[config.mk]
export PLATFORM = sky130hd
export DESIGN_NAME = mlfq_thread_scheduler
export DESIGN_NICKNAME = d
export VERILOG_FILES = /design/src/rtl/mlfq_pkg.sv /design/src/rtl/mlfq_thread_scheduler.sv /design/src/rtl/mlfq_ctrl.sv /design/src/rtl/mlfq_datapath.sv
export VERILOG_INCLUDE_DIRS = /design/src /design/src/rtl
export SDC_FILE = /design/constraint.sdc
export NUM_CORES = 1
export LEC_CHECK = 0
export ABC_AREA = 1
export BUFFER_PORTS_ARGS = -buffer_cell sky130_fd_sc_hd__buf_2
export CAP_MARGIN = 30
export CORE_MARGIN = 8
export CORE_UTILIZATION = 35
export DETAILED_ROUTE_END_ITERATION = 10
export SLEW_MARGIN = 20
export SYNTH_ARGS = -nofsm -noshare
export SYNTH_HDL_FRONTEND = slang
export SYNTH_SLANG_ARGS = --single-unit
[constraint.sdc]
create_clock -name clk -period 5.2 [get_ports clk]
set_clock_uncertainty 0.2 [all_clocks]
set_input_delay 1.04 -clock clk [delete_from_list [all_inputs] [get_ports clk]]
set_output_delay 1.04 -clock clk [all_outputs]
set_load 0.02 [all_outputs]
[src/rtl/mlfq_thread_scheduler_macros.svh]
// Assertion helpers shared by the scheduler modules.
// Both expect the enclosing module to have clk and rst_n.
`ifndef MLFQ_THREAD_SCHEDULER_MACROS_SVH
`define MLFQ_THREAD_SCHEDULER_MACROS_SVH

// Same-cycle implication.
`define MLFQ_ASSERT_IMP(name, ante, cons) \
  name: assert property (@(posedge clk) disable iff (!rst_n) (ante) |-> (cons)) \
    else $error("mlfq scheduler assertion failed");

// Next-cycle implication.
`define MLFQ_ASSERT_NXT(name, ante, cons) \
  name: assert property (@(posedge clk) disable iff (!rst_n) (ante) |=> (cons)) \
    else $error("mlfq scheduler assertion failed");

`endif

[src/rtl/mlfq_pkg.sv]
package mlfq_pkg;

  localparam int TID_W  = 5;
  localparam int PRIO_W = 2;
  localparam int CNT_W  = 16;

  localparam logic [CNT_W-1:0] BOOST_RESET = 16'd50;

  // Operation codes.
  localparam logic [1:0] FUNC_ENQ  = 2'd0;
  localparam logic [1:0] FUNC_DEQ  = 2'd1;
  localparam logic [1:0] FUNC_TICK = 2'd2;

  typedef struct packed {
    logic [1:0]        func;
    logic [TID_W-1:0]  thread_id;
    logic              set_priority;
    logic [PRIO_W-1:0] new_priority;
    logic              current_valid;
    logic [TID_W-1:0]  current_id;
  } in_t;

  typedef struct packed {
    logic [TID_W-1:0] out_thread;
    logic             found;
    logic             boosted;
  } out_t;

  // Controller to datapath.
  typedef struct packed {
    logic capture;
    logic exec;
    logic scan;
    logic walk;
    logic link;
    logic emit;
  } cmd_t;

  // Datapath to controller.
  typedef struct packed {
    logic boost_fire;
    logic scan_done;
    logic level_ne;
    logic at_tail;
  } sts_t;

endpackage

[src/rtl/mlfq_thread_scheduler.sv]
// Channel   | Ports                          | Beat taken when
// ----------+--------------------------------+-------------------------------
// command   | start, busy, in_data           | start high and busy low
// result    | out_valid, out_data            | out_valid high (one cycle)
// config    | cfg_valid, cfg_ready, cfg_data | cfg_valid and cfg_ready high
//
// Enqueue, dequeue and a tick without boost pass through the accept cycle,
// which also issues the reads of the link and level memories, and the execute
// state; the result beat follows, and a new command may be taken in that cycle.
// A boosting tick then scans each lower level and walks it through the link
// memory, whose registered read needs a WALK and a LINK state per hop, before
// its result is given.
// Reset (rst_n low, synchronous) empties all queues, clears the tick count
// and all stored levels, and sets the boost interval to 50; no clearing pass.
// The receiver cannot stall: each result beat is shown for exactly one cycle.
// The configuration port is always ready and is meant to be written only idle.

module mlfq_thread_scheduler
  import mlfq_pkg::*;
#(
  parameter int LEVELS      = 3,
  parameter int MAX_THREADS = 32
) (
  input  logic             clk,
  input  logic             rst_n,
  input  logic             start,
  output logic             busy,
  input  in_t              in_data,
  output logic             out_valid,
  output out_t             out_data,
  input  logic             cfg_valid,
  output logic             cfg_ready,
  input  logic [CNT_W-1:0] cfg_data
);

  cmd_t cmd;
  sts_t sts;

  // The boost interval register can take a write in any cycle.
  assign cfg_ready = 1'b1;

  // The controller sequences accept, execute and the boost walk.
  mlfq_ctrl u_ctrl (
    .clk   (clk),
    .rst_n (rst_n),
    .start (start),
    .busy  (busy),
    .sts   (sts),
    .cmd   (cmd)
  );

  // The datapath holds the queue lists, the level store and the tick counter.
  mlfq_datapath #(
    .LEVELS      (LEVELS),
    .MAX_THREADS (MAX_THREADS)
  ) u_datapath (
    .clk       (clk),
    .rst_n     (rst_n),
    .in_data   (in_data),
    .cfg_valid (cfg_valid),
    .cfg_data  (cfg_data),
    .cmd       (cmd),
    .sts       (sts),
    .out_data  (out_data),
    .out_valid (out_valid)
  );

endmodule

[src/rtl/mlfq_ctrl.sv]
`include "mlfq_thread_scheduler_macros.svh"

module mlfq_ctrl
  import mlfq_pkg::*;
(
  input  logic clk,
  input  logic rst_n,
  input  logic start,
  output logic busy,
  input  sts_t sts,
  output cmd_t cmd
);

  typedef enum logic [4:0] {
    ST_IDLE = 5'b00001,
    ST_EXEC = 5'b00010,
    ST_SCAN = 5'b00100,
    ST_WALK = 5'b01000,
    ST_LINK = 5'b10000
  } state_t;

  state_t state_r, state_nxt;

  always_ff @(posedge clk) begin
    if (!rst_n) begin
      state_r <= ST_IDLE;
    end else begin
      state_r <= state_nxt;
    end
  end

  always_comb begin
    state_nxt = state_r;
    cmd       = '0;
    case (state_r)
      ST_IDLE: begin
        cmd.capture = start;
        if (start) begin
          state_nxt = ST_EXEC;
        end
      end
      ST_EXEC: begin
        cmd.exec = 1'b1;
        if (sts.boost_fire) begin
          state_nxt = ST_SCAN;
        end else begin
          cmd.emit  = 1'b1;
          state_nxt = ST_IDLE;
        end
      end
      ST_SCAN: begin
        cmd.scan = 1'b1;
        if (sts.scan_done) begin
          cmd.emit  = 1'b1;
          state_nxt = ST_IDLE;
        end else if (sts.level_ne) begin
          state_nxt = ST_WALK;
        end
      end
      ST_WALK: begin
        cmd.walk  = 1'b1;
        state_nxt = sts.at_tail ? ST_SCAN : ST_LINK;
      end
      ST_LINK: begin
        cmd.link  = 1'b1;
        state_nxt = ST_WALK;
      end
      default: begin
        state_nxt = ST_IDLE;
      end
    endcase
  end

  assign busy = (state_r != ST_IDLE);

  // A result always returns the controller to idle.
  `MLFQ_ASSERT_NXT(a_emit_then_idle, cmd.emit, state_r == ST_IDLE)

endmodule

[src/rtl/mlfq_datapath.sv]
`include "mlfq_thread_scheduler_macros.svh"

module mlfq_datapath
  import mlfq_pkg::*;
#(
  parameter int LEVELS      = 3,
  parameter int MAX_THREADS = 32
) (
  input  logic             clk,
  input  logic             rst_n,
  input  in_t              in_data,
  input  logic             cfg_valid,
  input  logic [CNT_W-1:0] cfg_data,
  input  cmd_t             cmd,
  output sts_t             sts,
  output out_t             out_data,
  output logic             out_valid
);

  localparam int TW   = $clog2(MAX_THREADS);
  localparam int LW   = $clog2(LEVELS);
  localparam int LCW  = $clog2(LEVELS + 1);
  localparam int LTOP = LEVELS - 1;

  // Captured operation and configuration.
  in_t              in_q_r;
  logic [CNT_W-1:0] bi_r;
  logic [CNT_W-1:0] tick_r;

  // Queue bookkeeping.
  logic [TW-1:0]          head_r [LEVELS];
  logic [TW-1:0]          tail_r [LEVELS];
  logic [LEVELS-1:0]      ne_r;
  logic [MAX_THREADS-1:0] queued_r;
  logic [MAX_THREADS-1:0] tl_vld_r;

  // Link and level memories with registered reads.
  logic [TW-1:0] nl_mem [MAX_THREADS];
  logic [LW-1:0] tl_mem [MAX_THREADS];
  logic [TW-1:0] nl_rd_r;
  logic [LW-1:0] tl_rd_r;
  logic          tl_rd_vld_r;

  // Boost walk.
  logic [LCW-1:0] blvl_r, blvl_nxt;
  logic [TW-1:0]  node_r, node_nxt;

  out_t out_r, out_nxt;
  logic out_valid_r;

  logic [LW-1:0]    dlvl;
  logic             any_ne;
  logic [TW-1:0]    nl_raddr, tl_raddr;
  logic [TW-1:0]    tid_a, cid_a, deq_h;
  logic [LW-1:0]    lvl_mem, newp_lvl, enq_lvl, scan_lvl;
  logic             enq_ok, cur_ok, is_tick, demote, boost_fire, deq_last, do_deq;
  logic             scan_done, level_ne, at_tail;
  logic [CNT_W-1:0] tick_inc;

  logic          tl_we, nl_we;
  logic [TW-1:0] tl_waddr, nl_waddr, nl_wdata;
  logic [LW-1:0] tl_wdata;

  // Highest-priority non-empty level.
  always_comb begin
    dlvl = '0;
    for (int i = LEVELS - 1; i >= 0; i--) begin
      if (ne_r[i]) begin
        dlvl = LW'(i);
      end
    end
  end
  assign any_ne = |ne_r;

  assign nl_raddr = cmd.walk ? node_r : head_r[dlvl];
  assign tl_raddr = (in_data.func == FUNC_TICK) ? TW'(in_data.current_id)
                                                : TW'(in_data.thread_id);

  assign tid_a    = TW'(in_q_r.thread_id);
  assign cid_a    = TW'(in_q_r.current_id);
  assign lvl_mem  = tl_rd_vld_r ? tl_rd_r : '0;
  assign newp_lvl = (32'(in_q_r.new_priority) > LTOP) ? LW'(LTOP)
                                                     : LW'(in_q_r.new_priority);
  assign enq_lvl  = in_q_r.set_priority ? newp_lvl : lvl_mem;
  assign enq_ok   = (in_q_r.func == FUNC_ENQ) && (32'(in_q_r.thread_id) < MAX_THREADS)
                    && !queued_r[tid_a];
  assign cur_ok   = in_q_r.current_valid && (32'(in_q_r.current_id) < MAX_THREADS);
  assign is_tick  = (in_q_r.func == FUNC_TICK);
  assign tick_inc = tick_r + CNT_W'(1);
  assign boost_fire = is_tick && (tick_inc >= bi_r);
  assign demote   = is_tick && cur_ok && (in_q_r.current_id != '0)
                    && (32'(lvl_mem) < LTOP);
  assign deq_h    = head_r[dlvl];
  assign deq_last = (deq_h == tail_r[dlvl]);
  assign do_deq   = cmd.exec && (in_q_r.func == FUNC_DEQ) && any_ne;

  assign scan_lvl  = blvl_r[LW-1:0];
  assign scan_done = (32'(blvl_r) >= LEVELS);
  assign level_ne  = !scan_done && ne_r[scan_lvl];
  assign at_tail   = (node_r == tail_r[scan_lvl]);

  always_comb begin
    sts            = '0;
    sts.boost_fire = boost_fire;
    sts.scan_done  = scan_done;
    sts.level_ne   = level_ne;
    sts.at_tail    = at_tail;
  end

  // Memory write ports.
  always_comb begin
    tl_we    = 1'b0;
    tl_waddr = tid_a;
    tl_wdata = enq_lvl;
    nl_we    = 1'b0;
    nl_waddr = tail_r[enq_lvl];
    nl_wdata = tid_a;
    if (cmd.exec) begin
      if (enq_ok) begin
        tl_we = 1'b1;
        nl_we = ne_r[enq_lvl];
      end else if (is_tick && cur_ok && (boost_fire || demote)) begin
        tl_we    = 1'b1;
        tl_waddr = cid_a;
        tl_wdata = boost_fire ? '0 : (lvl_mem + LW'(1));
      end
    end else if (cmd.walk) begin
      tl_we    = 1'b1;
      tl_waddr = node_r;
      tl_wdata = '0;
      nl_we    = at_tail && ne_r[0];
      nl_waddr = tail_r[0];
      nl_wdata = head_r[scan_lvl];
    end
  end

  always_ff @(posedge clk) begin
    if (tl_we) begin
      tl_mem[tl_waddr] <= tl_wdata;
    end
    if (nl_we) begin
      nl_mem[nl_waddr] <= nl_wdata;
    end
    nl_rd_r     <= nl_mem[nl_raddr];
    tl_rd_r     <= tl_mem[tl_raddr];
    tl_rd_vld_r <= tl_vld_r[tl_raddr];
  end

  // Walk position.
  always_comb begin
    blvl_nxt = blvl_r;
    node_nxt = node_r;
    if (cmd.exec) begin
      blvl_nxt = LCW'(1);
    end else if (cmd.scan) begin
      if (level_ne) begin
        node_nxt = head_r[scan_lvl];
      end else if (!scan_done) begin
        blvl_nxt = blvl_r + LCW'(1);
      end
    end else if (cmd.walk && at_tail) begin
      blvl_nxt = blvl_r + LCW'(1);
    end else if (cmd.link) begin
      node_nxt = nl_rd_r;
    end
  end

  always_comb begin
    out_nxt = '0;
    if (cmd.scan) begin
      out_nxt.boosted = 1'b1;
    end else if (do_deq) begin
      out_nxt.out_thread = TID_W'(deq_h);
      out_nxt.found      = 1'b1;
    end
  end

  // Payload registers.
  always_ff @(posedge clk) begin
    blvl_r <= blvl_nxt;
    node_r <= node_nxt;
    if (cmd.capture) begin
      in_q_r <= in_data;
    end
    if (cmd.emit) begin
      out_r <= out_nxt;
    end
    if (cmd.exec && enq_ok) begin
      if (!ne_r[enq_lvl]) begin
        head_r[enq_lvl] <= tid_a;
      end
      tail_r[enq_lvl] <= tid_a;
    end else if (do_deq && !deq_last) begin
      head_r[dlvl] <= nl_rd_r;
    end else if (cmd.walk && at_tail) begin
      if (!ne_r[0]) begin
        head_r[0] <= head_r[scan_lvl];
      end
      tail_r[0] <= tail_r[scan_lvl];
    end
  end

  // Control state.
  always_ff @(posedge clk) begin
    if (!rst_n) begin
      bi_r        <= BOOST_RESET;
      tick_r      <= '0;
      ne_r        <= '0;
      queued_r    <= '0;
      tl_vld_r    <= '0;
      out_valid_r <= 1'b0;
    end else begin
      out_valid_r <= cmd.emit;
      if (cfg_valid) begin
        bi_r <= cfg_data;
      end
      if (cmd.exec && is_tick) begin
        tick_r <= boost_fire ? '0 : tick_inc;
      end
      if (tl_we) begin
        tl_vld_r[tl_waddr] <= 1'b1;
      end
      if (cmd.exec && enq_ok) begin
        ne_r[enq_lvl]   <= 1'b1;
        queued_r[tid_a] <= 1'b1;
      end else if (do_deq) begin
        queued_r[deq_h] <= 1'b0;
        if (deq_last) begin
          ne_r[dlvl] <= 1'b0;
        end
      end else if (cmd.walk && at_tail) begin
        ne_r[scan_lvl] <= 1'b0;
        ne_r[0]        <= 1'b1;
      end
    end
  end

  assign out_data  = out_r;
  assign out_valid = out_valid_r;

  // A popped thread is no longer marked as queued.
  `MLFQ_ASSERT_IMP(a_popped_not_queued, out_valid_r && out_r.found,
                   !queued_r[TW'(out_r.out_thread)])
  // After a boost only the top level may hold threads.
  `MLFQ_ASSERT_IMP(a_boost_empties_lower, out_valid_r && out_r.boosted,
                   (ne_r >> 1) == '0)
  // A tick that does not boost leaves the count below the interval.
  `MLFQ_ASSERT_NXT(a_tick_below_interval, cmd.exec && is_tick && !boost_fire,
                   tick_r < bi_r)

endmodule

==> summary.md, run 1 <==
| Metric | Value |
|---|---|
| Fin crit period | approximately 4.7 ns |
| R2R Setup Slk | about 0.48 ns |
| FMAX | roughly 210 MHz |
| Period utilization | around 91% |
| Internal power | 0.00520 W |
| Top cell type's share of synthesized area | between 40% and 50% |
| Iteration-0 DRC Markers | roughly 1100 |
| Synth Area in Simple Gates | 14.0% |
| Syn Nets | about 2000 |
| PwrDens | about 330 nW/um2 |
| Core Box Area | 52400 um2 |
| Cts bufs inserted | 42 |
| DR vias/cell | 5.23 |
| Synth area leaders | edfxtp_1 46%, dfxtp_1 13%, o21ai_0 6.5%, nand2_1 5.9%, inv_1 5.1% |
| Num ports | 46 |
| Max Cap Viol | 0 |
| Fillers | slightly above 5000 |
| Die footprint | about 61000 um2 |
| Synth warn | 0 |
| Synth Flop Type | edfxtp_1 |
| Leak | between 7 and 8 nW |
| Grt total ovfl | 0 |
| Synthesized area | 18500 um2 |
| Synth Area in XOR/XNOR | 0.945% |
| Largest net degree at the start of global routing | 65 |
| Maximum clock path buffer count | 3 |
| Wirelength per Cell | between 15 and 20 um |
| Post-CTS Hold Buffers | 0 |
| Reg clk slew, reported paths | around 0.06 ns |
| Hold depth | 2 |
| Rows | 84 |
| Slew HR | between 30 and 40% |
| Dpl ws | ~0.55 ns |
| Later-pin clock latency in the skew report | 0.59 ns |
| Largest family of logic cells by synthesized area | compound AO/OA/AOI/OAI gates |
| Critical Path Sink Type | register |
| Reg-to-Reg Start | u_datapath.tick_r[0] |
| R2R depth | 19 |
| Number of synthesized flops with an enable pin | 282 |
| Switching Share | between 20% and 30% |
| Synth Register Bits | ~400 |
| Top cells by count, synth | 292 x nand2_1, 282 x edfxtp_1, 254 x inv_1 |
| Number of global-route vias before repair | ~14000 |
| Worst R2R End | u_datapath.tl_mem[25][0] |
| Critical Path AT | 4.80 ns |
| DRT antenna net count | 0 |
| First-pass GRT wire length | between 70000 and 80000 um |
| Sequential area share after synthesis | 58.3% |
| Post-synthesis area per instance | around 9.3 um2 |
| Drt total wl | a little under 50000 um |
| Share of synthesized registers carrying an async set or reset | 0% |
| Worst Setup Path Type | reg2reg |
| Crit-path max FO | 11 |
| CTS tree | yes |
| Hold Fails Final Rpt | 0 |
| Clock power frac | 41.5% |
| Cells after Synth | 1991 |
| Die Y | 246 um |
| Status | finished clean |
| GPL Wtd Cong | around 0.86 |
| Most frequent cell after synthesis | nand2_1 |
| CP Launch Type | register |
| ANT cells | 0 |
| CTS Sinks | approximately 400 |
| Net Sw Power | 0.00169 W |
| Final HPWL from detailed placement | between 30000 and 40000 um |
| Hold wc startpoint | u_datapath.tl_vld_r[4] |
| Synth cell types | 53 |
| Post-cts resize count | 0 |
| RSZ-0062 raised after global routing | false |
| Sequential power share | between 50% and 60% |
| VDD IR-drop max | approximately 0.19 mV |
| Synth area leader | edfxtp_1 |
| Vias after detailed routing | 14300 |
| Non-Filler Instances | approximately 2700 |
| Worst-margin pin slew | 0.894 ns |
| Final worst setup slack | approximately 0.48 ns |
| IO buf count | between 40 and 50 |
| Setup TNS | 0 ns |
| Cell count after placement | 2659 |
| Post-synthesis mux area share | 0% |
| Layout Nets | 2073 |
| Htree depth | 2 |
| TritonRoute pass-1 iters | 7 |
| Comb power frac | 7.6% |
| Layout cell share with drive strength beyond 1 | just under 9% |
| Hold Path End | u_datapath.tl_vld_r[4] |
| Post-CTS setup buffer count | 0 |
| Synth Area in Adders | under 10% |
| Gr usage total | 15.5% |
| Area growth from synthesis to layout | 12.3% |
| Setup Viol. Count Final | 0 |
| Worst min path class | reg2reg |
| Starting Density | 35.3% |
| Final Max Slew Viols | 0 |
| Root Buffer | clkbuf_16 |
| Die width | roughly 250 um |
| Initial antenna violation count | 2 |
| Drc violations | 0 |
| Worst path required time | approximately 5.3 ns |
| Compound-Gate Fraction of Synth Area | between 10% and 20% |
-- cells in the final DEF (no fill, tap or decap), drive strengths merged, types with 2 or more instances in the layout --
cell type | netlist | final
o22ai | 15 | 15
o21ai | 262 | 262
xor2 | 11 | 11
ha | 20 | 20
xnor2 | 9 | 9
o21bai | 5 | 5
buf | 40 | 69
a31oi | 4 | 4
a211oi | 15 | 15
nand3 | 81 | 81
or2 | 3 | 3
inv | 262 | 262
nor2 | 218 | 218
dfxtp | 117 | 117
o211ai | 70 | 70
nor3 | 11 | 11
a2bb2oi | 2 | 2
edfxtp | 282 | 282
nand2 | 296 | 296
o221ai | 15 | 15
a21oi | 178 | 178
clkinv | 4 | 21
nor4 | 3 | 3
clkbuf | 47 | 59
nand4 | 10 | 10
-- registers in the layout, indices dropped and copies added, names as in the netlist, 7 cells and up, named ones only --
| signal | flops |
|---|---|
| u_datapath.out_data | 7 |
| u_datapath.head_r | 15 |
| u_datapath.tl_mem | 64 |
| u_datapath.queued_r | 32 |
| u_datapath.tl_vld_r | 32 |
| u_datapath.bi_r | 16 |
| u_datapath.nl_mem | 160 |
| u_datapath.tail_r | 15 |
| u_datapath.tick_r | 16 |
-- worst max path at each step --
stage	from	to	slack [ns]
floorplan	u_datapath.tick_r[0]	u_datapath.tl_mem[0][1]	1.25
global placement	u_datapath.tick_r[0]	u_datapath.tl_mem[12][0]	0.78
detailed placement	u_datapath.tick_r[0]	u_datapath.tl_mem[25][0]	0.55
CTS	u_datapath.tick_r[0]	u_datapath.tl_mem[25][0]	0.57
global route	u_datapath.tick_r[0]	u_datapath.tl_mem[25][0]	0.10
finish	u_datapath.tick_r[0]	u_datapath.tl_mem[25][0]	0.48
-- power by group through the flow --
stage / clock network (W) / registers, W / logic, W
after floorplan: 0 / 0.00355 / 0.000340
after global placement: 0 / 0.00357 / 0.000504
after detailed placement: 0 / 0.00357 / 0.000516
after CTS: 0.00291 / 0.00351 / 0.000518
after global routing: 0.00303 / 0.00351 / 0.000583
final: 0.00286 / 0.00351 / 0.000527
-- routing by layer --
layer / wire length [um] / track usage (%) / vias to the layer above / part of all wire (%)
li1: - / - / 6904 / -
met1: 21100 / 20.3 / 6883 / 44
met5: 0 / 0 / - / 0
met4: 1310 / 5.28 / 0 / 2.7
met2: 22900 / 25.7 / 449 / 48
met3: 2880 / 2.58 / 88 / 6.0
-- worst max-delay path: stages (launching register included) --
cell and delay (ns):
dfxtp_1 0.38, nand2_1 0.08, nor2_1 0.22, nand3_1 0.16
or4_1 0.46, nor2_1 0.18, nand2_1 0.09, xnor2_1 0.23
ha_1 0.29, a21oi_1 0.15, o21ai_0 0.09, nor2_1 0.26
nand3_2 0.20, nand2_1 0.31, nand2_1 0.09, nand3_1 0.11
nand3_1 0.13, nor2_2 0.48, nand2_1 0.17, inv_1 0.13
-- area by class of cell --
type / instances / area, um2 / share of cell area [%]
repair buffers: 69 / 475 / 2.28
well taps: 688 / 861 / 4.14
inverters: 266 / 998 / 4.80
flip-flops and latches: 399 / 10800 / 51.9
multi-input cells: 1239 / 6360 / 30.6
clock inverters: 19 / 165 / 0.793
clock buffers: 59 / 1140 / 5.50
-- cell families (layout without fill, tap and decap cells) --
| family | count (synthesis) | count (layout) |
|---|---|---|
| DFF | 399 | 399 |
| xor gates and xnor gates | 20 | 20 |
| AOI/OAI and AO/OA | 573 | 573 |
| other | 1 | 1 |
| buffers and inverters | 353 | 413 |
| adders and majority gates | 20 | 20 |
| and+or+nand+nor | 625 | 625 |
-- metrics by stage --
| stage | hold slack [ns] | power (W) | util (%) | area (um2) |
|---|---|---|---|---|
| after floorplan | 0.230 | 0.00389 | - | 18500 |
| after global placement | 0.238 | 0.00408 | 37.0 | 19400 |
| after detailed placement | 0.240 | 0.00409 | 37.1 | 19500 |
| after CTS | 0.249 | 0.00693 | 39.6 | 20800 |
| after global routing | 0.271 | 0.00713 | 39.7 | 20800 |
| final | 0.252 | 0.00689 | 39.7 | 20800 |
(Power assumes the default switching activity.)
==> run 2: changes to the inputs <==
--- a/config.mk
+++ b/config.mk
@@ -12,6 +12,7 @@
 export CORE_MARGIN = 8
 export CORE_UTILIZATION = 35
 export DETAILED_ROUTE_END_ITERATION = 10
+export RECOVER_POWER = 25
 export SLEW_MARGIN = 20
 export SYNTH_ARGS = -nofsm -noshare
 export SYNTH_HDL_FRONTEND = slang
==> summary.md, run 2 (same netlist as run 1, synthesis figures left out) <==
| Metric | Value |
|---|---|
| Status | finished, violations left |
| Violated checks | capacitance limit, slew limit |
| DRT antenna net count | 0 |
| Number of flip-flops in the largest register | 160 |
| Slew HR | -14.6% |
| ANT cells | 0 |
| Critical Path AT | 4.80 ns |
| Initial antenna violation count | 2 |
| Max Cap Viol | 4 |
| Layout Nets | around 2100 |
| Later-pin clock latency in the skew report | 0.58 ns |
| Commonest non-fill, non-tap cell in the layout | nand2_1 |
| Area growth from synthesis to layout | 11.9% |
| Vias after detailed routing | between 10000 and 15000 |
| Iteration-0 DRC Markers | between 1000 and 1500 |
| Reg-to-Reg Start | u_datapath.tick_r[0] |
| VDD IR-drop max | 0.193 mV |
| Die width | between 200 and 250 um |
| Grt total ovfl | 0 |
| Hold wc startpoint | u_datapath.tl_vld_r[4] |
| Htree depth | 2 |
| Worst path required time | roughly 5.3 ns |
| CTS tree | yes |
| Reg with most FFs | u_datapath.nl_mem |
| Leak | around 7.8 nW |
| IO buf count | 44 |
| Number of global-route vias before repair | ~14000 |
| Drt total wl | 48100 um |
| Maximum clock path buffer count | 3 |
| Gr usage total | 15.5% |
| Final Max Slew Viols | between 100 and 150 |
| Worst min path class | reg2reg |
| FF/Latch Area | between 10000 and 15000 um2 |
| Crit-path max FO | 11 |
| Post-CTS setup buffer count | 0 |
| Reg clk slew, reported paths | about 0.060 ns |
| Met3 usage | about 2.6% |
| Crit path launch | u_datapath.tick_r[0] |
| Post-CTS Hold Buffers | 0 |
| Drc violations | 0 |
| Hold Fails Final Rpt | 0 |
| Worst Setup Path Type | reg2reg |
| Cts bufs inserted | 42 |
| Critical Path Sink Type | register |
| Rows | 84 |
| Period utilization | about nine tenths |
| GR met2 Demand/Resource | about 26% |
| Multi-input logic area | 6350 um2 |
| Fillers | 5067 |
| Starting Density | 35.3% |
| Final HPWL from detailed placement | ~32000 um |
| First-pass GRT wire length | roughly 75000 um |
| Post-cts resize count | 0 |
| GPL Wtd Cong | 0.856 |
| TritonRoute pass-1 iters | 5 |
| Fin crit period | about 4.7 ns |
| GR Util met1 | 20.3% |
| RSZ-0062 raised after global routing | false |
| Die footprint | 60600 um2 |
| FMAX | ~210 MHz |
| Wirelength per Cell | roughly 18 um |
| PwrDens | 332 nW/um2 |
| GR peak layer | met2 |
| Die Y | around 250 um |
| Post-Layout Inst Area | about 21000 um2 |
| Core Box Area | 52400 um2 |
| Root Buffer | clkbuf_16 |
| Setup Viol. Count Final | 0 |
| Setup TNS | 0 ns |
| Largest net degree at the start of global routing | 65 |
| Layout cell share with drive strength beyond 1 | ~7% |
| DR vias/cell | 5.22 |
| Most frequent cells in the layout | 292 x nand2_1, 282 x edfxtp_1, 256 x inv_1, 236 x o21ai_0, 210 x nor2_1 |
| CP Launch Type | register |
| CTS Sinks | roughly 400 |
| Post-Place Cell Area | just under 20000 um2 |
| Worst-margin pin slew | ~1.7 ns |
| Num ports | 46 |
| Largest registers | u_datapath.nl_mem x160, u_datapath.tl_mem x64 |
## run 2: path summary, 6_finish.rpt
check / to / slack, ns / depth (start not counted)
setup / recovery: u_datapath.tl_mem[25][0] / 0.48 / 19
hold / removal: u_datapath.tl_vld_r[4] / 0.25 / 2
setup reg to reg: u_datapath.tl_mem[25][0] / 0.48 / 19
hold reg to reg: u_datapath.tl_vld_r[4] / 0.25 / 2
## run 2: area by class of cell
class	instances	area share [%]
Clock buffer	59	5.52
Clock inverter	19	0.796
Inverter	266	4.81
Multi-Input combinational cell	1239	30.6
Sequential cell	399	52.1
Tap cell	688	4.15
Timing Repair Buffer	69	2.04
## run 2: where the power goes
group / switching (W) / internal (W)
Sequential: 0.0000441 / 0.00346
Clock: 0.00125 / 0.00160
Combinational: 0.000384 / 0.000134
## run 2: layer usage
metal  routed length [um]  up-vias
met5                    0        -
met4                 1330        0
met3                 3310       90
met2                22900      496
met1                20600     6811
li1                     -     6906
## run 2: per-stage QoR
step | util, % | worst slack [ns] | std cells | hold slack [ns] | total power (W)
finish | 39.6 | 0.480 | 2739 | 0.252 | 0.00688
global route | 39.6 | 0.0955 | 2739 | 0.271 | 0.00712
CTS | 39.6 | 0.570 | 2737 | 0.249 | 0.00693
detailed placement | 37.1 | 0.550 | 2659 | 0.240 | 0.00409
global placement | 37.0 | 0.778 | 2657 | 0.238 | 0.00408
floorplan | - | 1.25 | 1991 | 0.230 | 0.00389
## run 2: critical path, stage by stage (launching register included)
cell and delay, ns:
dfxtp_1 0.38, nand2_1 0.08, nor2_1 0.22, nand3_1 0.16, or4_1 0.46, nor2_1 0.18, nand2_1 0.09, xnor2_1 0.23
ha_1 0.29, a21oi_1 0.15, o21ai_0 0.09, nor2_1 0.26, nand3_2 0.20, nand2_1 0.30, nand2_1 0.08, nand3_1 0.11
nand3_1 0.14, nor2_2 0.48, nand2_1 0.17, inv_1 0.13
==> run 3: changes to the inputs <==
==> constraint.sdc (replaced) <==
create_clock -name clk -period 4.3 [get_ports clk]
set_clock_uncertainty 0.2 [all_clocks]
set_input_delay 0.86 -clock clk [delete_from_list [all_inputs] [get_ports clk]]
set_output_delay 0.86 -clock clk [all_outputs]
set_load 0.02 [all_outputs]
==> summary.md, run 3 (same netlist as run 1, synthesis figures left out) <==
| Metric | Value |
|---|---|
| Die Y | around 250 um |
| Die width | about 250 um |
| Status | finished, violations left |
| Hold Fails Final Rpt | 0 |
| Htree depth | 2 |
| Multi-input logic area | 6430 um2 |
| Grt total ovfl | 0 |
| First-pass GRT wire length | between 70000 and 80000 um |
| Critical Path Sink | u_datapath.tl_mem[28][0] |
| GR peak layer | met2 |
| Worst path required time | 4.39 ns |
| Iteration-0 DRC Markers | 1109 |
| Worst Setup Path Type | reg2reg |
| Number of flip-flops in the largest register | 160 |
| FMAX | about 250 MHz |
| Root Buffer | clkbuf_16 |
| GR met2 Demand/Resource | approximately 26% |
| Drc violations | 0 |
| GR Util met1 | 20.5% |
| Final Max Slew Viols | between 100 and 150 |
| Starting Density | a little over a third |
| Worst min path class | reg2reg |
| Layout Nets | roughly 2100 |
| ANT cells | 0 |
| FF/Latch Area | about 11000 um2 |
| PwrDens | roughly 400 nW/um2 |
| Rows | 84 |
| Cell count after placement | roughly 2700 |
| Post-CTS setup buffer count | 0 |
| Worst-margin pin slew | around 2.4 ns |
| Cts bufs inserted | 43 |
| Critical Path AT | around 4 ns |
| R2R depth | 21 |
| Max Cap Viol | 4 |
| Leak | a little under 8 nW |
| Largest net degree at the start of global routing | ~120 |
| Crit-path max FO | 8 |
| Die footprint | 60600 um2 |
| Pwr Total | approximately 0.0084 W |
| Violated checks | capacitance limit, slew limit |
| Hold wc startpoint | u_datapath.tl_vld_r[5] |
| Core Box Area | around 52000 um2 |
| Critical Path Sink Type | register |
| Commonest non-fill, non-tap cell in the layout | nand2_1 |
| TritonRoute pass-1 iters | 6 |
| R2R Setup Slk | approximately 0.32 ns |
| Num ports | between 40 and 50 |
| VDD IR-drop max | 0.247 mV |
| IO buf count | 44 |
| Fillers | ~5000 |
| GPL Wtd Cong | between 0.8 and 0.9 |
| Number of global-route vias before repair | roughly 14000 |
| CTS Sinks | roughly 400 |
| Area growth from synthesis to layout | 13.3% |
| Non-Filler Instances | about 2800 |
| Gr usage total | between 10% and 20% |
| DRT antenna net count | 0 |
| DR vias/cell | roughly 5.2 |
| Slew HR | -64.6% |
| Period utilization | between 90% and 100% |
| Layout cell share with drive strength beyond 1 | 8.94% |
| Most frequent cells in the layout | 288 x nand2_1, 282 x edfxtp_1, 254 x inv_1, 236 x o21ai_0, 200 x nor2_1 |
| Largest registers | u_datapath.nl_mem x160, u_datapath.tl_mem x64 |
| Drt total wl | about 48000 um |
| Fin crit period | about 4 ns |
| Reg-to-Reg Start | u_datapath.tick_r[0] |
| Final HPWL from detailed placement | 32100 um |
| Worst R2R End | u_datapath.tl_mem[28][0] |
| WHS | between 0.2 and 0.25 ns |
| Reg clk slew, reported paths | about 0.06 ns |
| Met3 usage | under 10% |
| Setup Viol. Count Final | 0 |
| Initial antenna violation count | 2 |
| CP Launch Type | register |
| Vias after detailed routing | approximately 14000 |
| Crit path launch | u_datapath.tick_r[0] |
| CTS tree | yes |
| Reg with most FFs | u_datapath.nl_mem |
| Maximum clock path buffer count | 3 |
| Wirelength per Cell | ~18 um |
| Later-pin clock latency in the skew report | around 0.58 ns |
| Final core occ | around two fifths |
-- run 3: changes by cell type in the layout (fill, tap and decap cells not counted), moves of 3 or more --
cell	before	now
nor2_4	2	8
nand2_2	3	7
nand2_1	292	288
nor2_1	210	200
buf_4	18	34
buf_12	0	5
nor2_2	6	10
clkinv_2	6	3
-- run 3: timing repair --
action                     in CTS  in global routing
resized for setup               0                 24
hold endpoints to repair        0                  0
setup endpoints to repair       0                168
hold buffers                    0                  0
-- run 3: cell type report --
class	count	area share (%)
tap	688	4.10
multi-input combinational	1239	30.6
sequential	399	51.5
clock inverter	16	0.518
inverter	266	4.75
timing repair buffer	90	2.87
clock buffer	60	5.72
-- run 3: critical path, stage by stage, from the launching register on --
cell,delay (ns)
dfxtp_1,0.38
nand2_1,0.06
nor2_1,0.14
nand3_1,0.12
or4_1,0.46
nor2_1,0.19
nand2_1,0.09
xnor2_1,0.19
ha_1,0.28
a21oi_1,0.13
o21ai_0,0.10
nor2_2,0.16
nand3_2,0.12
buf_4,0.17
nand3_1,0.06
nand3_1,0.13
nand2_1,0.10
nand2_1,0.09
nor2_2,0.09
buf_4,0.21
nand2_1,0.09
inv_1,0.09
-- run 3: how the worst min path moves through the flow --
stage,slack (ns),cells past startpoint,endpoint
after floorplan,0.23,2,u_datapath.tl_vld_r[11]
after global placement,0.24,2,u_datapath.tl_vld_r[5]
after detailed placement,0.24,2,u_datapath.tl_vld_r[5]
after CTS,0.24,1,u_datapath.cur_ok
after global routing,0.24,1,u_datapath.cur_ok
final,0.25,2,u_datapath.tl_vld_r[5]
-- run 3: where the power goes --
part	switching, W	total [W]	internal, W
logic	0.000483	0.000661	0.000178
registers	0.0000452	0.00424	0.00419
clock network	0.00152	0.00348	0.00196
total	0.00205	0.00838	0.00633
-- run 3: stage by stage --
step           setup TNS [ns]  setup WS (ns)  cell area [um2]
3_3_place_gp                0          0.155            19600
5_1_grt                 -1.13        -0.0518            21000
4_1_cts                     0         0.0178            21000
6_report                    0          0.318            21000
2_1_floorplan               0          0.347            18500
3_5_place_dp                0         0.0644            19600
-- run 3: routing by layer --
layer  wire length [um]  vias to the layer above  share of wire, %
li1                   -                     6958                 -
met1              20900                     6838                43
met2              22900                      467                47
met3               2930                      103               6.1
met4               1580                        0               3.3
met5                  0                        -                 0
